**src/rtl/mbet_pkg.sv**
```systemverilog
// shared types, constants and helpers for the escape-time pixel engine
// no dependencies
package mbet_pkg;
    localparam int COORD_BITS = 12;
    localparam int FRAC_BITS  = 28;
    localparam int POINT_W    = 32;
    localparam int Z_W        = 34;
    localparam int CNT_W      = 16;
    localparam int SIZE_W     = 13;
    localparam int PROD_W     = 2 * Z_W;
    localparam int CAP_W      = 62;

    // configuration register indexes
    localparam logic [2:0] REG_SCALE_X  = 3'd0;
    localparam logic [2:0] REG_SCALE_Y  = 3'd1;
    localparam logic [2:0] REG_OFFSET_X = 3'd2;
    localparam logic [2:0] REG_OFFSET_Y = 3'd3;
    localparam logic [2:0] REG_WIDTH    = 3'd4;
    localparam logic [2:0] REG_HEIGHT   = 3'd5;
    localparam logic [2:0] REG_LIMIT    = 3'd6;
    localparam logic [2:0] REG_SSMODE   = 3'd7;

    // one sample point handed from front to back
    typedef struct packed {
        logic signed [POINT_W-1:0] cr;
        logic signed [POINT_W-1:0] ci;
        logic [1:0]                idx;
        logic                      last;
    } t_point;

    typedef enum logic [1:0] {
        T_FE_IDLE,
        T_FE_MAP,
        T_FE_EMIT
    } t_fe_state;

    typedef enum logic [2:0] {
        T_BE_IDLE,
        T_BE_MUL,
        T_BE_UPD,
        T_BE_CHK,
        T_BE_OUT
    } t_be_state;

    // saturate a wide signed value to 32 bits
    function automatic logic signed [POINT_W-1:0] sat_point(input logic signed [47:0] v);
        logic signed [47:0] hi;
        logic signed [47:0] lo;
        hi = 48'sh0000_7FFF_FFFF;
        lo = -hi - 48'sd1;
        if (v > hi) return POINT_W'(hi);
        else if (v < lo) return POINT_W'(lo);
        else return v[POINT_W-1:0];
    endfunction

    // saturate to the z width
    function automatic logic signed [Z_W-1:0] sat_z(input logic signed [CAP_W+1:0] v);
        logic signed [CAP_W+1:0] hi;
        logic signed [CAP_W+1:0] lo;
        hi = (CAP_W+2)'((64'sd1 <<< (Z_W-1)) - 64'sd1);
        lo = -hi - 1;
        if (v > hi) return Z_W'(hi);
        else if (v < lo) return Z_W'(lo);
        else return v[Z_W-1:0];
    endfunction

    // floor shift of a full product, magnitude capped at 2^60
    function automatic logic signed [CAP_W-1:0] scale_prod(
        input logic signed [PROD_W-1:0] p, input logic dbl);
        logic signed [PROD_W-1:0] s;
        logic signed [PROD_W-1:0] cap;
        cap = PROD_W'(64'sd1 <<< 60);
        s = dbl ? (p >>> (FRAC_BITS-1)) : (p >>> FRAC_BITS);
        if (s > cap) s = cap;
        else if (s < -cap) s = -cap;
        return s[CAP_W-1:0];
    endfunction
endpackage

```
**src/rtl/mbet_queue.sv**
```systemverilog
// two-entry queue of sample points between front and back
// depends on mbet_pkg
module mbet_queue (
    input  logic             i_clk,
    input  logic             i_rst_n,
    input  logic             i_valid,
    output logic             o_ready,
    input  mbet_pkg::t_point i_data,
    output logic             o_valid,
    input  logic             i_ready,
    output mbet_pkg::t_point o_data
);
    mbet_pkg::t_point r_mem [2];
    logic       r_wp, r_rp;
    logic [1:0] r_cnt;
    logic       w_push, w_pop;

    assign o_ready = (r_cnt != 2'd2);
    assign o_valid = (r_cnt != 2'd0);
    assign o_data  = r_mem[r_rp];
    assign w_push  = i_valid && o_ready;
    assign w_pop   = o_valid && i_ready;

    // pointers and fill
    always_ff @(posedge i_clk) begin
        if (!i_rst_n) begin
            r_wp <= 1'b0;
            r_rp <= 1'b0;
            r_cnt <= 2'd0;
        end else begin
            if (w_push) r_wp <= ~r_wp;
            if (w_pop) r_rp <= ~r_rp;
            r_cnt <= r_cnt + 2'(w_push) - 2'(w_pop);
        end
    end

    // storage
    always_ff @(posedge i_clk) begin
        if (w_push) r_mem[r_wp] <= i_data;
    end
endmodule

```
**config.mk**
```make
export PLATFORM = sky130hd
export DESIGN_NAME = mbet_queue
export DESIGN_NICKNAME = d
export VERILOG_FILES = /design/src/rtl/mbet_pkg.sv /design/src/rtl/mbet_queue.sv
export SDC_FILE = /design/constraint.sdc
export NUM_CORES = 1
export LEC_CHECK = 0
export ABC_AREA = 1
export BUFFER_PORTS_ARGS = -buffer_cell sky130_fd_sc_hd__buf_2
export CORE_UTILIZATION = 56
export DETAILED_ROUTE_END_ITERATION = 8
export PLACE_DENSITY = 0.84
export SLEW_MARGIN = 5
export SYNTH_ARGS = -nofsm -noshare
export SYNTH_HDL_FRONTEND = slang
export SYNTH_SLANG_ARGS = --single-unit
```
**constraint.sdc**
```tcl
create_clock -name i_clk -period 9.4 [get_ports i_clk]
set_input_delay 1.88 -clock i_clk [delete_from_list [all_inputs] [get_ports i_clk]]
set_output_delay 1.88 -clock i_clk [all_outputs]
set_load 0.01 [all_outputs]
```
## After elaboration in Yosys (flattened, before gate mapping)

Memories as Yosys holds them, arrays and structs flattened. A register that Yosys moved wholly into a read port is not among the register bits.
Cells that the tools add are included.

- Register bits after elaboration: 4
- RAM bits: 134
- Bits of input ports: 71
- Output and inout bits: 69
- Logic and storage cells: 16
- Memories: 1

- Add/subtract/negate cells: 2
- Equal/unequal tests: 1
- Muxes and demuxes: 4
- Bitwise gates (word level): 2
- Reduce and logical (&&, ||, !) cells: 3

Memory list:

| name | depth | bits a word | read ports | clocked after Yosys merged registers in | write ports | line | text |
|---|---|---|---|---|---|---|---|
| r_mem | 2 | 67 | 1 | 1 | 1 | mbet_queue.sv:13 | `mbet_pkg::t_point r_mem [2];` |

Operator list:

| kind | number |
|---|---|
| two-way mux 1 bit | 4 |
| adder 2 x 1 -> 2 bit | 1 |
| logical AND 1 bit | 2 |
| inequality test 2 bit, second input constant | 1 |
| inverter 1 bit | 2 |
| nonzero test 2 bit | 1 |
| subtractor 2 x 1 -> 2 bit | 1 |

## Longest topological paths before layout

Gate-level depths: netlist of the first run.

- Depth in word-level cells: 4
- Depth in mapped cells: 11
- Depth with buffers taken out: 11

## Least setup slack after synthesis of the first run

No wires, ideal clock.

- Path type: input-to-reg
- From: input port i_valid
- To: memory r_mem[0][0] in the netlist's numbering, enable pin
- Library setup time: 492 ps
- Arrival: 4,752 ps
- Required time: 8,908 ps
- Setup slack: 4,156 ps
- Stages: 2
- Buffers on the path: 0
- Path through: nand2_1 > nor2_1

- Longest elaborated chain between the ends: 3

RTL lines:

| item | line | text |
|---|---|---|
| from (decl) | mbet_queue.sv:6 | `input logic i_valid,` |
| logical AND 1 bit | mbet_queue.sv:21 | `assign w_push = i_valid && o_ready;` |
| two-way mux 1 bit | mbet_queue.sv:39 | `if (w_push) r_mem[r_wp] <= i_data;` |
| two-way mux 1 bit (implied by the code) | mbet_queue.sv:39 |  |
| to (decl) | mbet_queue.sv:13 |  |

No other way between the ends.

==> results of run 1 <==
==> synthesized netlist by cell type <==
master | count | area (um2)
mux2_2 | 37 | 417
dfxtp_1 | 5 | 100
buf_4 | 1 | 7.51
nand2_1 | 9 | 33.8
buf_2 | 3 | 15.0
nand3_1 | 3 | 15.0
a21oi_1 | 2 | 10.0
nor2_1 | 8 | 30.0
mux2_4 | 30 | 450
buf_6 | 3 | 33.8
inv_1 | 7 | 26.3
edfxtp_1 | 134 | 4020
ha_1 | 2 | 25.0
==> critical path, stage by stage (launching register included) <==
cell	delay, ns
dfxtp_4	1.00
mux2_2	0.43
buf_2	0.14
==> logic make-up after synthesis <==
| group | count (synthesis) | share of synthesized area [%] |
|---|---|---|
| AOI/OAI and AO/OA | 2 | 0.193 |
| adders and majority gates | 2 | 0.482 |
| buffers and inverters | 14 | 1.59 |
| DFF | 139 | 79.5 |
| muxes | 67 | 16.7 |
| and+or+nand+nor | 20 | 1.52 |
==> cell usage in the layout (no fill, tap or decap) <==
| cell | instances |
|---|---|
| clkinv_2 | 2 |
| nor2_4 | 1 |
| clkinvlp_4 | 2 |
| dfxtp_4 | 1 |
| edfxtp_1 | 134 |
| buf_4 | 2 |
| nand2_1 | 9 |
| dfxtp_1 | 4 |
| inv_2 | 1 |
| inv_1 | 6 |
| a21oi_1 | 2 |
| clkbuf_8 | 1 |
| inv_6 | 2 |
| mux2_4 | 30 |
| clkbuf_1 | 1 |
| mux2_2 | 37 |
| nor2_1 | 7 |
| nand3_1 | 3 |
| diode_2 | 1 |
| ha_1 | 2 |
| clkbuf_16 | 16 |
| buf_2 | 139 |
| clkinv_1 | 1 |
| bufinv_16 | 5 |
==> per-layer routing <==
metal,vias up,track usage (%),share of wire [%]
li1,1253,-,-
met1,1333,23.5,39
met2,123,33.3,51
met3,14,8.30,8.0
met4,0,8.04,1.2
met5,-,0,0
==> sequential cells by signal (all words and copies together), names as in the netlist, named ones only <==
register / count
r_cnt: 2
r_mem: 134
r_rp: 1
r_wp: 1
==> per-stage QoR <==
step	total power (W)	hold WS [ns]	setup WS [ns]
final	0.00191	0.533	5.34
after global routing	0.00199	0.543	5.25
after CTS	0.00193	0.528	5.31
after detailed placement	0.00124	0.507	5.88
after global placement	0.00122	0.487	5.88
after floorplan	0.00110	0.467	4.16
==> power by group <==
| group | switching, W | internal [W] | total, W | leakage (nW) |
|---|---|---|---|---|
| Clock | 0.000235 | 0.000454 | 0.000689 | 0.295 |
| Sequential | 0.0000632 | 0.000787 | 0.000850 | 1.29 |
| Combinational | 0.000179 | 0.000195 | 0.000373 | 1.01 |
==> path summary, 6_finish.rpt <==
path                                 from      endpoint  slack (ns)
worst max-delay path            flip-flop    o_data[25]        5.34
worst min-delay path                 r_rp     flip-flop        0.53
worst max register to register   r_cnt[0]  r_mem[0][35]        7.30
worst min register to register       r_rp     flip-flop        0.53
==> final cells by class <==
class,count,area share (%)
Sequential cell,139,62.5
Multi-Input combinational cell,91,15.0
Timing Repair Buffer,141,10.8
Clock buffer,18,6.33
Clock inverter,12,2.97
Tap cell,108,2.05
Inverter,7,0.398
Antenna cell,1,0.0379
==> impl_metrics.json, run 1 <==
{
  "clockBufferDepth": 2,
  "timing.fmax_mhz": 247,
  "wirelength_um": 9060,
  "cp_data_required_time_ns": 7.52,
  "crit_path_end_kind": "primary output",
  "worstHoldPathCells": 2,
  "grt_pass1_vias": 2786,
  "ir_drop_uv": 186,
  "crit_type": "flip-flop to primary output",
  "postCtsSetupRepairBufs": 0,
  "r2r_cells": 5,
  "worstPathArrival_ns": 2.18,
  "track_usage_pct": 20.1,
  "rows": 34,
  "dp_hpwl_um": 5480,
  "syn_nets": 317,
  "initial_core_util_pct": 58.6,
  "fin_area_mm2": 0.00661,
  "worst_clock_skew_ns": 0.00750,
  "cp_max_fo": 67,
  "io_pins": 140,
  "die-height_um": 98.2,
  "vias": 2723,
  "avgSynthCellArea_um2": 21.3,
  "relSlewSlack_pct": 29.4,
  "drive_gt1_share_pct": 58.6,
  "gp_routability_congestion": 0.739,
  "dieArea_mm2": 0.00965,
  "port_buffers": 139,
  "viasPerCell": 5.27,
  "fin_cells": 517,
  "hold_buffers": 0,
  "regArea_mm2": 0.00413,
  "synth_cell_types": 13,
  "multi_input_area_um2": 988,
  "tightest_slew_ns": 1.06,
  "drtIter0Drc": 100,
  "violations": "DRC",
  "grt_max_degree": 68,
  "coreArea_mm2": 0.00885,
  "remaining_drc_errors": 21,
  "placed_cell_area_mm2": 0.00599,
  "final_net_count": 470,
  "fin_tns_setup_ns": 0,
  "grt_antenna_before_repair": 0,
  "post-place-cells": 486,
  "syn_area_mm2": 0.00519,
  "cts_sinks": 139,
  "report.final.hold_viol_count": 0,
  "hold_class": "flip-flop to flip-flop",
  "clk_pin_slew_ns": 0.06,
  "clk_latency_ns": 0.52,
  "area_growth_pct": 27.3,
  "start_kind": "flip-flop",
  "power_leakage_nw": 2.59,
  "cellPowerDensity_mw_per_mm2": 289,
  "dr.pass1.iters": 7,
  "cts_inserted_buffers": 17,
  "grt_overflow": 0,
  "ys_seq_area_share_pct": 79.5,
  "fill_cells": 537,
  "rsz0062_at_grt": "no",
  "min_period_ns": 4.06,
  "cts_tree": "built",
  "root_buffer": "clkbuf_8",
  "final_core_util_pct": 74.6,
  "yosys_register_bits": 139,
  "outcome": "finished with violations",
  "setup_viol": 0,
  "ys_warn_count": 0,
  "period_share_pct": 43.1,
  "grt_first_pass_wirelength_um": 14000,
  "ant_nets": 0,
  "wl_per_cell_um": 17.5,
  "slew_viol_final": 0,
  "cts_resized": 0,
  "die_w_um": 98.2,
  "htreeDepth": 4,
  "max_cap_violations": 0,
  "syn_inst": 244
}
(Power assumes the default switching activity.)
==> inputs of run 2 (changes only) <==
--- a/config.mk
+++ b/config.mk
@@ -5,11 +5,11 @@
 export SDC_FILE = /design/constraint.sdc
 export NUM_CORES = 1
 export LEC_CHECK = 0
-export ABC_AREA = 1
+export ABC_AREA = 0
 export BUFFER_PORTS_ARGS = -buffer_cell sky130_fd_sc_hd__buf_2
-export CORE_UTILIZATION = 56
+export CORE_UTILIZATION = 52
 export DETAILED_ROUTE_END_ITERATION = 8
-export PLACE_DENSITY = 0.84
+export PLACE_DENSITY = 0.79
 export SLEW_MARGIN = 5
 export SYNTH_ARGS = -nofsm -noshare
 export SYNTH_HDL_FRONTEND = slang
==> constraint.sdc (replaced) <==
create_clock -name i_clk -period 4.2 [get_ports i_clk]
set_input_delay 0.84 -clock i_clk [delete_from_list [all_inputs] [get_ports i_clk]]
set_output_delay 0.84 -clock i_clk [all_outputs]
set_load 0.01 [all_outputs]
==> impl_metrics.json, run 2 <==
{
  "yosysMostFrequentCell": "edfxtp_1",
  "timing.fmax_mhz": 336,
  "crit_path_end_kind": "primary output",
  "cellPowerDensity_mw_per_mm2": 662,
  "relSlewSlack_pct": 31.2,
  "grt_pass1_vias": 2508,
  "cts_inserted_buffers": 17,
  "vias": 2616,
  "seqPwrFrac_pct": 42.5,
  "largest_register_ffs": 134,
  "viasPerCell": 4.94,
  "yosys_register_bits": 139,
  "min_period_ns": 2.98,
  "async_reset_ff_share_pct": 0,
  "cp_num_cells": 2,
  "num_antenna_cells": 0,
  "ys_warn_count": 0,
  "syn_nets": 305,
  "clk_pin_slew_ns": 0.06,
  "multi_input_area_mm2": 0.00101,
  "regArea_mm2": 0.00413,
  "ir_drop_uv": 448,
  "power_leakage_nw": 2.59,
  "cts_tree": "built",
  "ant_nets": 0,
  "die_w_um": 102,
  "wl_per_cell_um": 15.8,
  "rows": 36,
  "io_pins": 140,
  "cp_max_fo": 67,
  "tightest_slew_ns": 1.03,
  "htreeDepth": 4,
  "crit_type": "flip-flop to primary output",
  "synthTopCellsByArea": "edfxtp_1, mux2_4, mux2_2",
  "grt_overflow": 0,
  "wirelength_um": 8390,
  "grt_antenna_before_repair": 0,
  "slew_viol_final": 0,
  "avgSynthCellArea_um2": 22.3,
  "drive_gt1_share_pct": 60.2,
  "fin_area_mm2": 0.00671,
  "final_cell_mix": "buf_2, edfxtp_1, mux2_2",
  "slowest_delay_ns": 1.03,
  "fill_cells": 650,
  "die-height_um": 102,
  "post-place-cells": 498,
  "comb_power_share_pct": 18.7,
  "synth_top_area_cell": "edfxtp_1",
  "ys_seq_area_share_pct": 79.6,
  "gp_routability_congestion": 0.649,
  "cts_resized": 0,
  "cts_sinks": 139,
  "final_common_cell": "buf_2",
  "clockBufferDepth": 2,
  "hold_buffers": 0,
  "worstHoldPathCells": 1,
  "clkPwrFrac_pct": 38.8,
  "fin_tns_setup_ns": 0,
  "dieArea_mm2": 0.0104,
  "slowest_stage": "dfxtp_4",
  "start_kind": "flip-flop",
  "p_sw_w": 0.00104,
  "coreArea_mm2": 0.00973,
  "synth_top_area_share_pct": 77.7,
  "period_share_pct": 70.9,
  "cp_num_buf_inv": 1,
  "largestRegisters": "r_mem x134, r_cnt x2",
  "max_cap_violations": 0,
  "area_growth_pct": 29.6,
  "hold_class": "input port to flip-flop",
  "grt_max_degree": 68,
  "r2r_cells": 4,
  "p_int_w": 0.00340,
  "crit_family": "flip-flops",
  "cp_data_required_time_ns": 3.36,
  "syn_area_mm2": 0.00518,
  "worst_clock_skew_ns": 0.00428,
  "synth-edff-count": 134,
  "ys.flop_type": "edfxtp_1",
  "report.final.hold_viol_count": 0,
  "dr.pass1.iters": 4,
  "synth_cell_types": 19,
  "postCtsSetupRepairBufs": 0,
  "final_net_count": 457,
  "drtIter0Drc": 99,
  "yosys-top-cells-count": "edfxtp_1, mux2_2, mux2_4, dfxtp_1",
  "fin_cells": 530,
  "initial_core_util_pct": 53.3,
  "track_usage_pct": 16.6,
  "port_buffers": 139,
  "root_buffer": "clkbuf_8",
  "outcome": "finished, final reports clean",
  "totalPowerFinal_w": 0.00444,
  "worst_slack_ns": 1.22,
  "dp_worst_setup_slack_ns": 1.70,
  "setup_viol": 0,
  "grt_first_pass_wirelength_um": 12100,
  "remaining_drc_errors": 0,
  "regMostFlops": "r_mem",
  "clk_latency_ns": 0.51,
  "syn_inst": 232,
  "swShare_pct": 23.4,
  "rsz0062_at_grt": "no",
  "dp_hpwl_um": 5240,
  "worstPathArrival_ns": 2.14,
  "crit_chain": "mux2_2, buf_2",
  "placed_cell_area_mm2": 0.00602
}
run 2: cell types whose count changed after synthesis:
cell      change
nor2_1        -7
nand2_1       -7
nand3_1       -3
or2_2         +1
nand2b_1      +2
mux2i_1       +1
and2_1        +2
a21oi_1       -2
xnor2_1       +3
and3_1        +1
inv_1         -6
nor2b_1       +2
o21a_1        +1
run 2: kinds of logic (layout without fill, tap and decap cells):
logic type / Yosys count / count (layout) / synth area share (%)
AOI/OAI and AO/OA: 1 / 1 / 0.145
xor gates and xnor gates: 3 / 3 / 0.507
adders and majority gates: 2 / 2 / 0.483
buffers and inverters: 8 / 173 / 1.16
DFF: 139 / 139 / 79.6
muxes: 68 / 68 / 16.9
and+or+nand+nor: 11 / 11 / 1.18
run 2: power groups by stage:
stage / clock network [W] / registers [W] / logic [W]
global placement: 0 / 0.00191 / 0.000837
finish: 0.00172 / 0.00189 / 0.000831
detailed placement: 0 / 0.00192 / 0.000845
CTS: 0.00176 / 0.00190 / 0.000849
global route: 0.00180 / 0.00191 / 0.000902
floorplan: 0 / 0.00182 / 0.000640
run 2: final cells by class:
class | instances | area share (%)
inverters | 1 | 0.0559
clock inverters | 15 | 4.10
clock buffers | 17 | 6.17
flip-flops and latches | 139 | 61.5
repair buffers | 140 | 10.7
well taps | 133 | 2.48
multi-input cells | 85 | 15.0
run 2: per-layer routing:
layer	wire length (um)	track usage [%]	vias up
met5	0	0	-
met4	70	6.59	0
met3	649	8.69	5
met2	4290	26.6	109
met1	3390	19.0	1279
li1	-	-	1223
run 2: metrics by stage:
stage	utilization [%]	hold slack (ns)
6_report	69.0	0.515
5_1_grt	69.0	0.481
4_1_cts	69.0	0.482
3_5_place_dp	61.9	0.526
3_3_place_gp	61.9	0.505
2_1_floorplan	-	0.466
run 2: final timing paths:
| kind | start | slack (ns) | to |
|---|---|---|---|
| worst min-delay path | i_data[16] | 0.51 | r_mem[0][16] |
| worst max-delay path | flip-flop | 1.22 | o_data[8] |
| worst max register to register | r_cnt[0] | 2.20 | r_mem[0][7] |
| worst min register to register | r_wp | 0.54 | r_wp |
==> inputs of run 3 (changes only) <==
==> constraint.sdc (replaced) <==
create_clock -name i_clk -period 2.75 [get_ports i_clk]
set_input_delay 0.55 -clock i_clk [delete_from_list [all_inputs] [get_ports i_clk]]
set_output_delay 0.55 -clock i_clk [all_outputs]
set_load 0.01 [all_outputs]
==> impl_metrics.json, run 3 (synthesized netlist as in run 2, its figures left out) <==
{
  "cts_resized": 0,
  "grt_pass1_vias": 2574,
  "rows": 36,
  "report.final.hold_viol_count": 0,
  "root_buffer": "clkbuf_8",
  "die_w_um": 102,
  "cellPowerDensity_mw_per_mm2": 927,
  "dp_worst_setup_slack_ns": 0.924,
  "clk_latency_ns": 0.50,
  "hold_class": "input port to flip-flop",
  "wl_per_cell_um": 16.0,
  "io_pins": 140,
  "start_kind": "flip-flop",
  "die-height_um": 102,
  "wirelength_um": 8480,
  "area_growth_pct": 26.3,
  "viasPerCell": 4.93,
  "htreeDepth": 4,
  "hold_path_end": "r_mem[0][10]",
  "cp_num_buf_inv": 2,
  "cts_inserted_buffers": 17,
  "coreArea_mm2": 0.00973,
  "cp_max_fo": 67,
  "outcome": "finished, final reports clean",
  "worst_slack_ns": 0.406,
  "regMostFlops": "r_mem",
  "final_net_count": 462,
  "worst_hold_startpoint": "i_data[10]",
  "max_cap_violations": 0,
  "slowest_delay_ns": 0.40,
  "ant_nets": 0,
  "dr.pass1.iters": 6,
  "post-place-cells": 503,
  "port_buffers": 139,
  "track_usage_pct": 17.0,
  "whs_ns": 0.229,
  "min_period_ns": 2.34,
  "hold_buffers": 0,
  "worstPathArrival_ns": 1.79,
  "crit_chain": "buf_12, mux2_2, buf_2",
  "vias": 2619,
  "regArea_mm2": 0.00413,
  "clockBufferDepth": 2,
  "crit_type": "flip-flop to primary output",
  "num_antenna_cells": 0,
  "clk_pin_slew_ns": 0.06,
  "remaining_drc_errors": 0,
  "crit_family": "buffers and inverters",
  "timing.fmax_mhz": 427,
  "grt_overflow": 0,
  "setup_viol": 0,
  "multi_input_area_mm2": 0.00101,
  "worstHoldPathCells": 1,
  "drive_gt1_share_pct": 59.0,
  "cp_data_required_time_ns": 2.20,
  "final_common_cell": "buf_2",
  "fill_cells": 701,
  "final_cell_mix": "buf_2, edfxtp_1, mux2_2",
  "cts_tree": "built",
  "drtIter0Drc": 101,
  "largestRegisters": "r_mem x134, r_cnt x2",
  "largest_register_ffs": 134,
  "ir_drop_uv": 568,
  "r2r_cells": 8,
  "crit_path_end_kind": "primary output",
  "grt_antenna_before_repair": 0,
  "worst_clock_skew_ns": 0.00419,
  "reg2reg_to": "r_cnt[1]",
  "dieArea_mm2": 0.0104,
  "postCtsSetupRepairBufs": 0,
  "cts_sinks": 139,
  "fin_tns_setup_ns": 0,
  "dp_hpwl_um": 5400,
  "slowest_stage": "mux2_2",
  "slew_viol_final": 0,
  "regToRegStartpoint": "r_cnt[0]",
  "initial_core_util_pct": 53.3,
  "gp_routability_congestion": 0.673,
  "period_share_pct": 85.2,
  "relSlewSlack_pct": 64.3,
  "reg2reg_setup_slack_ns": 0.99,
  "power_leakage_nw": 2.52,
  "final_core_util_pct": 67.3,
  "fin_cells": 531,
  "grt_max_degree": 68,
  "tightest_slew_ns": 0.535,
  "grt_first_pass_wirelength_um": 12600,
  "rsz0062_at_grt": "no"
}
[run 3: changes by cell type in the layout (fill, tap and decap cells not counted), sizes merged]
cell / delta
bufinv: -7
buf: +5
clkinvlp: -2
clkbuf: +4
clkinv: +1
[run 3: power by group]
group	internal, W	leakage (nW)	total (W)	switching (W)
clock network	0.00116	0.235	0.00189	0.000728
registers	0.00267	1.29	0.00274	0.0000789
logic	0.000717	0.995	0.00144	0.000719
[run 3: worst register-to-register path, stage by stage (launching register included)]
cell and delay [ns]:
dfxtp_1 0.36, nand2b_1 0.20, nand2_1 0.17, ha_1 0.32, inv_1 0.04, ha_1 0.18, xnor2_1 0.13, xnor2_1 0.12
and2_1 0.14
[run 3: area by class of cell]
cell class	count	area share [%]
clock buffers	21	6.56
clock inverters	7	0.822
inverters	1	0.0574
multi-input cells	85	15.4
flip-flops and latches	139	63.1
well taps	133	2.54
repair buffers	145	11.5
[run 3: worst max path at each step]
stage | depth (start not counted) | from | end
floorplan | 2 | r_cnt[0] | r_mem[1][0]
global placement | 3 | flip-flop | o_data[20]
detailed placement | 3 | i_valid | r_mem[1][25]
CTS | 3 | flip-flop | o_data[5]
global route | 3 | flip-flop | o_data[9]
finish | 3 | flip-flop | o_data[18]
[run 3: metrics by stage]
stage	total power, W	area, um2
4_1_cts	0.00614	6540
3_5_place_dp	0.00424	6060
2_1_floorplan	0.00375	5190
5_1_grt	0.00634	6540
3_3_place_gp	0.00421	6060
6_report	0.00607	6540
[run 3: per-layer routing]
| layer | global-route usage, % | wire, um |
|---|---|---|
| met1 | 20.5 | 3480 |
| met2 | 27.3 | 4410 |
| met3 | 6.63 | 514 |
| met4 | 8.02 | 78 |
| met5 | 0 | 0 |
